### src/rtl/abts_pkg.sv
// shared constants, codes and controller/datapath interface types for the tree store
package abts_pkg;

  localparam int NODES      = 64;
  localparam int VALUE_BITS = 16;
  localparam int ADDR_W     = $clog2(NODES);
  // wide enough for any level/order position and for child indices of any node
  localparam int WIDE_W     = (ADDR_W + 2 > 8) ? ADDR_W + 2 : 8;

  localparam int CMD_W    = 3;
  localparam int LEVEL_W  = 3;
  localparam int ORDER_W  = 7;
  localparam int DATA_W   = 16;
  localparam int STATUS_W = 2;

  // request payload offsets in s_tdata
  localparam int LEVEL_LSB  = 0;
  localparam int ORDER_LSB  = LEVEL_LSB + LEVEL_W;
  localparam int DVAL_LSB   = ORDER_LSB + ORDER_W;
  localparam int S_TDATA_W  = ((DVAL_LSB + DATA_W + 7) / 8) * 8;

  // result payload offsets in m_tdata
  localparam int RES_LSB    = 0;
  localparam int STATUS_LSB = RES_LSB + DATA_W;
  localparam int EMPTY_LSB  = STATUS_LSB + STATUS_W;
  localparam int ROOT_LSB   = EMPTY_LSB + 1;
  localparam int M_USED_W   = ROOT_LSB + DATA_W;
  localparam int M_TDATA_W  = ((M_USED_W + 7) / 8) * 8;

  typedef enum logic [CMD_W-1:0] {
    CMD_CLEAR  = 3'd0,
    CMD_READ   = 3'd1,
    CMD_ASSIGN = 3'd2,
    CMD_PARENT = 3'd3,
    CMD_LEFT   = 3'd4,
    CMD_RIGHT  = 3'd5,
    CMD_LSIB   = 3'd6,
    CMD_RSIB   = 3'd7
  } cmd_t;

  typedef enum logic [STATUS_W-1:0] {
    ST_OK        = 2'd0,
    ST_NOT_FOUND = 2'd1,
    ST_REJECT    = 2'd2,
    ST_RANGE     = 2'd3
  } status_t;

  typedef enum logic [2:0] {
    RD_IDX    = 3'd0,
    RD_PARENT = 3'd1,
    RD_LEFT   = 3'd2,
    RD_RIGHT  = 3'd3,
    RD_SCAN   = 3'd4,
    RD_REL    = 3'd5
  } rd_sel_t;

  typedef enum logic [1:0] {
    RES_ZERO  = 2'd0,
    RES_READ  = 2'd1,
    RES_VALUE = 2'd2
  } res_sel_t;

  typedef struct packed {
    logic     load;
    logic     clear;
    logic     rd_en;
    rd_sel_t  rd_sel;
    logic     cap_parent;
    logic     cap_left;
    logic     cap_right;
    logic     write;
    logic     scan_start;
    logic     scan_run;
    logic     out_load;
    res_sel_t res_sel;
    status_t  out_status;
  } ctrl_t;

  typedef struct packed {
    cmd_t cmd;
    logic pos_ok;
    logic val_zero;
    logic root_empty;
    logic assign_ok;
    logic hit;
    logic exhausted;
  } stat_t;

endpackage

### src/rtl/abts_ram.sv
// generic single write port ram with registered read
module abts_ram #(
  parameter int WIDTH = 16,
  parameter int DEPTH = 64
) (
  input  logic                     clk,
  input  logic                     we,
  input  logic [$clog2(DEPTH)-1:0] waddr,
  input  logic [WIDTH-1:0]         wdata,
  input  logic                     re,
  input  logic [$clog2(DEPTH)-1:0] raddr,
  output logic [WIDTH-1:0]         rdata
);

  logic [WIDTH-1:0] mem [DEPTH];

  always_ff @(posedge clk) begin
    if (we) begin
      mem[waddr] <= wdata;
    end
    if (re) begin
      rdata <= mem[raddr];
    end
  end

endmodule

### src/rtl/abts_ctrl.sv
// controller state machine: sequences reads, assign checks, the search and the response
module abts_ctrl
  import abts_pkg::*;
(
  input  logic  clk,
  input  logic  rst,
  input  logic  s_tvalid,
  output logic  s_tready,
  output logic  m_tvalid,
  input  logic  m_tready,
  input  stat_t stat,
  output ctrl_t ctrl
);

  typedef enum logic [10:0] {
    S_IDLE     = 11'b00000000001,
    S_DISPATCH = 11'b00000000010,
    S_RD_WAIT  = 11'b00000000100,
    S_A_PAR    = 11'b00000001000,
    S_A_LEFT   = 11'b00000010000,
    S_A_RIGHT  = 11'b00000100000,
    S_A_DEC    = 11'b00001000000,
    S_SCAN     = 11'b00010000000,
    S_REL      = 11'b00100000000,
    S_REL_WAIT = 11'b01000000000,
    S_RESP     = 11'b10000000000
  } state_t;

  state_t state;
  state_t state_next;

  always_ff @(posedge clk) begin
    if (rst) begin
      state <= S_IDLE;
    end else begin
      state <= state_next;
    end
  end

  always_comb begin
    ctrl       = '0;
    state_next = state;
    s_tready   = 1'b0;
    m_tvalid   = 1'b0;
    unique case (state)
      S_IDLE: begin
        s_tready = 1'b1;
        if (s_tvalid) begin
          ctrl.load  = 1'b1;
          state_next = S_DISPATCH;
        end
      end
      S_DISPATCH: begin
        unique case (stat.cmd)
          CMD_CLEAR: begin
            ctrl.clear      = 1'b1;
            ctrl.out_load   = 1'b1;
            ctrl.res_sel    = RES_ZERO;
            ctrl.out_status = ST_OK;
            state_next      = S_RESP;
          end
          CMD_READ: begin
            if (!stat.pos_ok) begin
              ctrl.out_load   = 1'b1;
              ctrl.res_sel    = RES_ZERO;
              ctrl.out_status = ST_RANGE;
              state_next      = S_RESP;
            end else begin
              ctrl.rd_en  = 1'b1;
              ctrl.rd_sel = RD_IDX;
              state_next  = S_RD_WAIT;
            end
          end
          CMD_ASSIGN: begin
            if (!stat.pos_ok) begin
              ctrl.out_load   = 1'b1;
              ctrl.res_sel    = RES_ZERO;
              ctrl.out_status = ST_RANGE;
              state_next      = S_RESP;
            end else begin
              ctrl.rd_en  = 1'b1;
              ctrl.rd_sel = RD_PARENT;
              state_next  = S_A_PAR;
            end
          end
          default: begin
            if (stat.root_empty || stat.val_zero) begin
              ctrl.out_load   = 1'b1;
              ctrl.res_sel    = RES_ZERO;
              ctrl.out_status = ST_NOT_FOUND;
              state_next      = S_RESP;
            end else begin
              ctrl.scan_start = 1'b1;
              state_next      = S_SCAN;
            end
          end
        endcase
      end
      S_RD_WAIT: begin
        ctrl.out_load   = 1'b1;
        ctrl.res_sel    = RES_READ;
        ctrl.out_status = ST_OK;
        state_next      = S_RESP;
      end
      S_A_PAR: begin
        ctrl.cap_parent = 1'b1;
        ctrl.rd_en      = 1'b1;
        ctrl.rd_sel     = RD_LEFT;
        state_next      = S_A_LEFT;
      end
      S_A_LEFT: begin
        ctrl.cap_left = 1'b1;
        ctrl.rd_en    = 1'b1;
        ctrl.rd_sel   = RD_RIGHT;
        state_next    = S_A_RIGHT;
      end
      S_A_RIGHT: begin
        ctrl.cap_right = 1'b1;
        state_next     = S_A_DEC;
      end
      S_A_DEC: begin
        ctrl.out_load = 1'b1;
        if (stat.assign_ok) begin
          ctrl.write      = 1'b1;
          ctrl.res_sel    = RES_VALUE;
          ctrl.out_status = ST_OK;
        end else begin
          ctrl.res_sel    = RES_ZERO;
          ctrl.out_status = ST_REJECT;
        end
        state_next = S_RESP;
      end
      S_SCAN: begin
        // a hit refers to the address issued in the previous cycle, so stop advancing
        priority if (stat.hit) begin
          state_next = S_REL;
        end else if (stat.exhausted) begin
          ctrl.out_load   = 1'b1;
          ctrl.res_sel    = RES_ZERO;
          ctrl.out_status = ST_NOT_FOUND;
          state_next      = S_RESP;
        end else begin
          ctrl.scan_run = 1'b1;
          ctrl.rd_en    = 1'b1;
          ctrl.rd_sel   = RD_SCAN;
        end
      end
      S_REL: begin
        ctrl.rd_en  = 1'b1;
        ctrl.rd_sel = RD_REL;
        state_next  = S_REL_WAIT;
      end
      S_REL_WAIT: begin
        ctrl.out_load   = 1'b1;
        ctrl.res_sel    = RES_READ;
        ctrl.out_status = ST_OK;
        state_next      = S_RESP;
      end
      S_RESP: begin
        m_tvalid = 1'b1;
        if (m_tready) begin
          state_next = S_IDLE;
        end
      end
      default: begin
        state_next = S_IDLE;
      end
    endcase
  end

endmodule

### src/rtl/abts_dpath.sv
// datapath: request registers, node ram with valid bits, scan counter, result register
module abts_dpath
  import abts_pkg::*;
(
  input  logic               clk,
  input  logic               rst,
  input  logic [CMD_W-1:0]   in_cmd,
  input  logic [LEVEL_W-1:0] in_level,
  input  logic [ORDER_W-1:0] in_order,
  input  logic [DATA_W-1:0]  in_data_value,
  input  ctrl_t              ctrl,
  output stat_t              stat,
  output logic [DATA_W-1:0]  result_value,
  output logic [STATUS_W-1:0] status,
  output logic               tree_empty,
  output logic [DATA_W-1:0]  root_value
);

  cmd_t                  cmd_q;
  logic [LEVEL_W-1:0]    level_q;
  logic [ORDER_W-1:0]    order_q;
  logic [VALUE_BITS-1:0] val_q;

  logic [NODES-1:0]      valid;
  logic [VALUE_BITS-1:0] root_reg;
  logic [VALUE_BITS-1:0] par_v;
  logic [VALUE_BITS-1:0] left_v;
  logic [VALUE_BITS-1:0] right_v;
  logic [WIDE_W-1:0]     scan_addr;
  logic                  cmp_vld;
  logic [ADDR_W-1:0]     cmp_idx;
  logic                  rd_ok_q;
  logic [VALUE_BITS-1:0] res_q;
  status_t               status_q;

  logic [WIDE_W-1:0]     width;
  logic [WIDE_W-1:0]     idx;
  logic                  pos_ok;
  logic [WIDE_W-1:0]     found;
  logic [WIDE_W-1:0]     rel_addr;
  logic [WIDE_W-1:0]     rd_wide;
  logic                  rd_in_range;
  logic [ADDR_W-1:0]     rd_addr;
  logic [VALUE_BITS-1:0] rd_data;
  logic [VALUE_BITS-1:0] rd_val;
  logic                  step_two;
  logic [WIDE_W-1:0]     scan_first;

  // position decode: index = 2^(level-1) + order - 2
  always_comb begin
    width  = WIDE_W'(1) << (level_q - LEVEL_W'(1));
    idx    = width + WIDE_W'(order_q) - WIDE_W'(2);
    pos_ok = (level_q != '0) && (order_q != '0) && (WIDE_W'(order_q) <= width) &&
             (idx < WIDE_W'(NODES));
  end

  // relative of the matched node
  always_comb begin
    found = WIDE_W'(cmp_idx);
    unique case (cmd_q)
      CMD_PARENT: rel_addr = (found - WIDE_W'(1)) >> 1;
      CMD_LEFT:   rel_addr = (found << 1) + WIDE_W'(1);
      CMD_RIGHT:  rel_addr = (found << 1) + WIDE_W'(2);
      CMD_LSIB:   rel_addr = found - WIDE_W'(1);
      default:    rel_addr = found + WIDE_W'(1);
    endcase
  end

  always_comb begin
    unique case (ctrl.rd_sel)
      RD_IDX:    rd_wide = idx;
      RD_PARENT: rd_wide = (idx - WIDE_W'(1)) >> 1;
      RD_LEFT:   rd_wide = (idx << 1) + WIDE_W'(1);
      RD_RIGHT:  rd_wide = (idx << 1) + WIDE_W'(2);
      RD_SCAN:   rd_wide = scan_addr;
      RD_REL:    rd_wide = rel_addr;
      default:   rd_wide = idx;
    endcase
    rd_in_range = rd_wide < WIDE_W'(NODES);
    rd_addr     = rd_wide[ADDR_W-1:0];
  end

  always_comb begin
    step_two = (cmd_q == CMD_LSIB) || (cmd_q == CMD_RSIB);
    unique case (cmd_q)
      CMD_PARENT, CMD_RSIB: scan_first = WIDE_W'(1);
      CMD_LSIB:             scan_first = WIDE_W'(2);
      default:              scan_first = '0;
    endcase
  end

  abts_ram #(
    .WIDTH(VALUE_BITS),
    .DEPTH(NODES)
  ) u_ram (
    .clk  (clk),
    .we   (ctrl.write),
    .waddr(idx[ADDR_W-1:0]),
    .wdata(val_q),
    .re   (ctrl.rd_en),
    .raddr(rd_addr),
    .rdata(rd_data)
  );

  // never-written or cleared entries read as empty
  assign rd_val = rd_ok_q ? rd_data : '0;

  always_ff @(posedge clk) begin
    if (rst) begin
      valid    <= '0;
      root_reg <= '0;
      cmp_vld  <= 1'b0;
      rd_ok_q  <= 1'b0;
    end else begin
      if (ctrl.rd_en) begin
        rd_ok_q <= rd_in_range && valid[rd_addr];
      end
      if (ctrl.clear) begin
        valid    <= '0;
        root_reg <= '0;
      end else if (ctrl.write) begin
        valid[idx[ADDR_W-1:0]] <= 1'b1;
        if (idx == '0) begin
          root_reg <= val_q;
        end
      end
      if (ctrl.scan_start) begin
        cmp_vld <= 1'b0;
      end else if (ctrl.scan_run) begin
        cmp_vld <= scan_addr < WIDE_W'(NODES);
      end
    end
  end

  always_ff @(posedge clk) begin
    if (ctrl.load) begin
      cmd_q   <= cmd_t'(in_cmd);
      level_q <= in_level;
      order_q <= in_order;
      val_q   <= VALUE_BITS'(in_data_value);
    end
    if (ctrl.cap_parent) begin
      par_v <= rd_val;
    end
    if (ctrl.cap_left) begin
      left_v <= rd_val;
    end
    if (ctrl.cap_right) begin
      right_v <= rd_val;
    end
    if (ctrl.scan_start) begin
      scan_addr <= scan_first;
    end else if (ctrl.scan_run) begin
      cmp_idx   <= scan_addr[ADDR_W-1:0];
      scan_addr <= scan_addr + (step_two ? WIDE_W'(2) : WIDE_W'(1));
    end
    if (ctrl.out_load) begin
      unique case (ctrl.res_sel)
        RES_READ:  res_q <= rd_val;
        RES_VALUE: res_q <= val_q;
        default:   res_q <= '0;
      endcase
      status_q <= ctrl.out_status;
    end
  end

  always_comb begin
    stat.cmd        = cmd_q;
    stat.pos_ok     = pos_ok;
    stat.val_zero   = val_q == '0;
    stat.root_empty = root_reg == '0;
    stat.assign_ok  = !(((val_q != '0) && (idx != '0) && (par_v == '0)) ||
                        ((val_q == '0) && ((left_v != '0) || (right_v != '0))));
    stat.hit        = cmp_vld && (rd_val == val_q);
    stat.exhausted  = !cmp_vld && (scan_addr >= WIDE_W'(NODES));
  end

  assign result_value = DATA_W'(res_q);
  assign status       = status_q;
  assign tree_empty   = root_reg == '0;
  assign root_value   = DATA_W'(root_reg);

endmodule

### src/rtl/array_binary_tree_store_core.sv
// array binary tree store: one request at a time, result held until taken
// relation search reads one node per cycle through the ram read port
// next request is taken the cycle after the result is taken
// rst is synchronous: the valid bits and root register clear at once, so no clearing pass
module array_binary_tree_store_core
  import abts_pkg::*;
(
  input  logic                 clk,
  input  logic                 rst,
  input  logic                 s_tvalid,
  output logic                 s_tready,
  input  logic [S_TDATA_W-1:0] s_tdata,  // level, order, data_value, zero pad
  input  logic [CMD_W-1:0]     s_tuser,  // cmd
  output logic                 m_tvalid,
  input  logic                 m_tready,
  output logic [M_TDATA_W-1:0] m_tdata   // result_value, status, tree_empty, root_value, zero pad
);

  ctrl_t                ctrl;
  stat_t                stat;
  logic [DATA_W-1:0]    result_value;
  logic [STATUS_W-1:0]  status;
  logic                 tree_empty;
  logic [DATA_W-1:0]    root_value;

  abts_ctrl u_ctrl (
    .clk     (clk),
    .rst     (rst),
    .s_tvalid(s_tvalid),
    .s_tready(s_tready),
    .m_tvalid(m_tvalid),
    .m_tready(m_tready),
    .stat    (stat),
    .ctrl    (ctrl)
  );

  abts_dpath u_dpath (
    .clk          (clk),
    .rst          (rst),
    .in_cmd       (s_tuser),
    .in_level     (s_tdata[LEVEL_LSB +: LEVEL_W]),
    .in_order     (s_tdata[ORDER_LSB +: ORDER_W]),
    .in_data_value(s_tdata[DVAL_LSB +: DATA_W]),
    .ctrl         (ctrl),
    .stat         (stat),
    .result_value (result_value),
    .status       (status),
    .tree_empty   (tree_empty),
    .root_value   (root_value)
  );

  always_comb begin
    m_tdata                           = '0;
    m_tdata[RES_LSB +: DATA_W]        = result_value;
    m_tdata[STATUS_LSB +: STATUS_W]   = status;
    m_tdata[EMPTY_LSB]                = tree_empty;
    m_tdata[ROOT_LSB +: DATA_W]       = root_value;
  end

endmodule
### config.mk
export PLATFORM = sky130hd
export DESIGN_NAME = array_binary_tree_store_core
export DESIGN_NICKNAME = d
export VERILOG_FILES = /design/src/rtl/abts_pkg.sv /design/src/rtl/abts_ram.sv /design/src/rtl/abts_ctrl.sv /design/src/rtl/abts_dpath.sv /design/src/rtl/array_binary_tree_store_core.sv
export SDC_FILE = /design/constraint.sdc
export NUM_CORES = 2
export LEC_CHECK = 0
export BUFFER_PORTS_ARGS = -buffer_cell sky130_fd_sc_hd__buf_2
export CAP_MARGIN = 20
export CORE_UTILIZATION = 39
export CTS_BUF_LIST = sky130_fd_sc_hd__clkbuf_16
export DETAILED_ROUTE_END_ITERATION = 8
export MAX_ROUTING_LAYER = met4
export PLACE_DENSITY = 0.62
export SYNTH_ARGS = -nofsm -noshare
export SYNTH_HDL_FRONTEND = slang
export SYNTH_SLANG_ARGS = --single-unit
### constraint.sdc
create_clock -name clk -period 5.7 [get_ports clk]
set_input_delay 0.57 -clock clk [delete_from_list [all_inputs] [get_ports clk]]
set_output_delay 0.57 -clock clk [all_outputs]
set_load 0.03 [all_outputs]
==> flow_summary.toml <==
[synth]
syn_area_mm2 = 0.05166
synth_common_cells = "edfxtp_1 (1149), mux2i_1 (394), nand2_1 (270), nor2_1 (251), nand3_1 (151)"
synthDominantCellAreaShare = 0.6679
ys_seq_area_frac = 0.7039
synth_top_family_by_area = "multiplexers"
synth-xor-area-share = 0.005595
synth_area_leaders = "edfxtp_1 (67%), mux2i_1 (7.6%), dfxtp_1 (3.6%)"
ys.flop_type = "edfxtp_1"
avgSynthCellArea_um2 = 14.74
yosys.area_share.simple = 0.07794
synth-seq-cells = 1242
synth_edf_count = 1149
yosysTopAreaCell = "edfxtp_1"
ys_types = 86
synthAdderAreaFrac = 0.007798
synth_compound_area_frac = 0.06856
netlist_instances = 3506
synth-async-reset-ratio = 0
synthMuxAreaShare = 0.1114
synth.most_common_cell = "edfxtp_1"
yosysWarnings = 0

[global_routing]
grt_pass1_vias = 30040
grt_antenna_before_repair = 4
grtUsageTotal = 0.2085
grt-ovfl-total = 0
grt_max_degree = 68
grt_pass1_wl_um = 201600

[timing]
finalSetupViolations = 0
relSlewSlack = 0.3138
tightest_slew_ns = 1.029
hold_viol_final = 0
holdWs_ns = 0.04275
fin_crit_sh = 0.9788
min_period_ns = 5.579
max_freq_mhz = 179.2
drv_slew = 0
finClkSkew_ns = 0.03514
tns_ns = 0

[floorplanning]
die_h_um = 366.0
fp-row-count = 133
core-area_mm2 = 0.1315
start_util = 0.3930
die_area_mm2 = 0.1339
die_w_um = 366.0
ios = 81

[route]
viasPerCell = 5.500
wire_per_inst_um = 24.32
vias = 31170
finalWirelength_um = 137800
first_pass_iters = 5
postRouteAntennaNets = 0
drt_iter0_markers = 3478
drcViolationCount = 0

[setup_path]
ff2ff_path_depth = 19
crit_top_cell = "ha_1"
path_cells = "or3b_2 -> ha_1 -> inv_1 -> ha_1 -> fa_1 -> nand3_1 -> a211oi_2 -> o21a_1 -> a2111oi_4 -> nor2_1 -> and2_4 -> o21ai_4 -> buf_12 -> buf_4 -> mux2_1 -> o211ai_1 -> a21o_1 -> o221ai_1 -> or4_1"
cp_data_required_time_ns = 6.16
slowest_stage = "or4_1"
critPathLaunchType = "flop"
path_class = "flop to flop"
slowest_delay_ns = 0.57
crit_arrival_ns = 6.04
crit_path_end_kind = "flop"
path_max_fanout = 12

[cells_and_area]
layout-area-overhead-vs-synth_pct = 17.65
regArea_mm2 = 0.03636
drive_above_1_share = 0.1652
finish.utilization = 0.4623
nets = 3882
fin_cells = 5668
multi_input_area_mm2 = 0.01418
fillers = 11410

[clock_tree]
cts_made_buffers = 131
htree_levels = 4
cts-root-buf = "clkbuf_16"
cts.sinks = 1242
clkSlewWorstSetupHoldPaths_ns = 0.06
clk_latency_ns = 0.74
clk_path_buf_depth = 3
tritoncts = "built"

[hold_path]
hold_path_class = "input port to flop"
hold_depth = 1

[place]
hpwl_um = 86350
gp_congestion = 0.9137
dp.cells = 5418
port-buffer-count = 69

[power_and_ir_drop]
power.leakage_nw = 21.48
powerDensity_mw_per_mm2 = 380.8
peakVddDrop_v = 0.0003092
total_power_w = 0.02315

[flow_run]
drv_cap = 0

[outcome]
status = "completed"
[metal layers]
| metal | global-route usage | routed length (µm) | up-vias |
|---|---|---|---|
| met1 | 0.2780 | 58280 | 15670 |
| met4 | 0.09744 | 6635 | 0 |
| met3 | 0.02725 | 9088 | 274 |
| li1 | - | - | 14050 |
| met2 | 0.3172 | 63850 | 1182 |
| met5 | - | 0 | - |
[worst max-delay path, delay by kind of cell, from the launching register on]
kind                     cells  cell delay, ns
adder cells (fa/ha/maj)      3            0.97
AND/OR/NAND/NOR              5            1.54
flip-flops                   1            0.37
AO/OA/AOI/OAI                7            1.71
buffers and inverters        3            0.40
multiplexers                 1            0.30
[timing repair]
action,4_1_cts,5_1_grt
endpoints found under the hold margin,15,0
pin swaps,0,3
setup endpoints to repair,6,17
hold buffers,15,0
buffers inserted,0,1
resized for setup,1,10
gates cloned,0,1
[registers in the layout, summed over array words and instances, names as in the netlist, 6 cells and up]
signal	flops
u_ctrl.state	11
u_dpath.cmp_idx	6
u_dpath.left_v	16
u_dpath.order_q	7
u_dpath.par_v	16
u_dpath.result_value	16
u_dpath.right_v	16
u_dpath.root_value	16
u_dpath.scan_addr	8
u_dpath.u_ram.mem	1024
u_dpath.u_ram.rdata	16
u_dpath.val_q	16
u_dpath.valid	64
[where the power goes]
part / switching, W / internal, W
clock network: 0.00350 / 0.00476
logic: 0.00294 / 0.00176
registers: 0.0000563 / 0.0101
[final cells by class]
cell class,count,area share
Timing Repair Buffer,370,0.05881
Tap cell,1755,0.03613
Inverter,78,0.004817
Sequential cell,1242,0.5983
Clock buffer,137,0.05640
Multi-Input combinational cell,1989,0.2334
Antenna cell,2,0.00008234
Clock inverter,95,0.01212
[cells in the final DEF, fill, tap and decap left out, types with 61 or more instances in the layout]
| master | instances |
|---|---|
| clkbuf_16 | 138 |
| mux2_1 | 96 |
| nand3_1 | 151 |
| nor2_1 | 234 |
| mux2i_1 | 394 |
| buf_4 | 213 |
| buf_2 | 69 |
| inv_1 | 107 |
| o22ai_1 | 88 |
| o211ai_1 | 79 |
| o21a_1 | 65 |
| nand2_1 | 270 |
| edfxtp_1 | 1149 |
| dfxtp_1 | 93 |
| buf_12 | 68 |
| mux2_2 | 61 |
[metrics by stage]
step / worst slack, ns / instance area [µm²]
after CTS: 0.04699 / 60690
final: 0.1206 / 60780
after detailed placement: -0.05293 / 56370
after global routing: -0.01454 / 60780
after floorplan: 0.6021 / 51680
after global placement: -0.06427 / 56360
[path summary, 6_finish.rpt]
path	start	to	slack, ns
setup reg to reg	u_dpath.level_q[0]	u_dpath.u_ram.rdata[2]	0.12
hold reg to reg	u_dpath.valid[22]	u_dpath.valid[22]	0.46
setup / recovery	u_dpath.level_q[0]	u_dpath.u_ram.rdata[2]	0.12
hold / removal	s_tdata[21]	u_dpath.val_q[11]	0.04
[cells by family (layout without fill, tap and decap cells)]
family	count (synthesis)	in the layout
buffers and inverters	279	680
adder cells (fa/ha/maj)	31	31
flip-flops	1242	1242
AO/OA/AOI/OAI	498	498
AND/OR/NAND/NOR	869	869
multiplexers	553	553
other	1	7
XOR/XNOR	33	33
No activity file was read; power rests on OpenSTA's default activity.
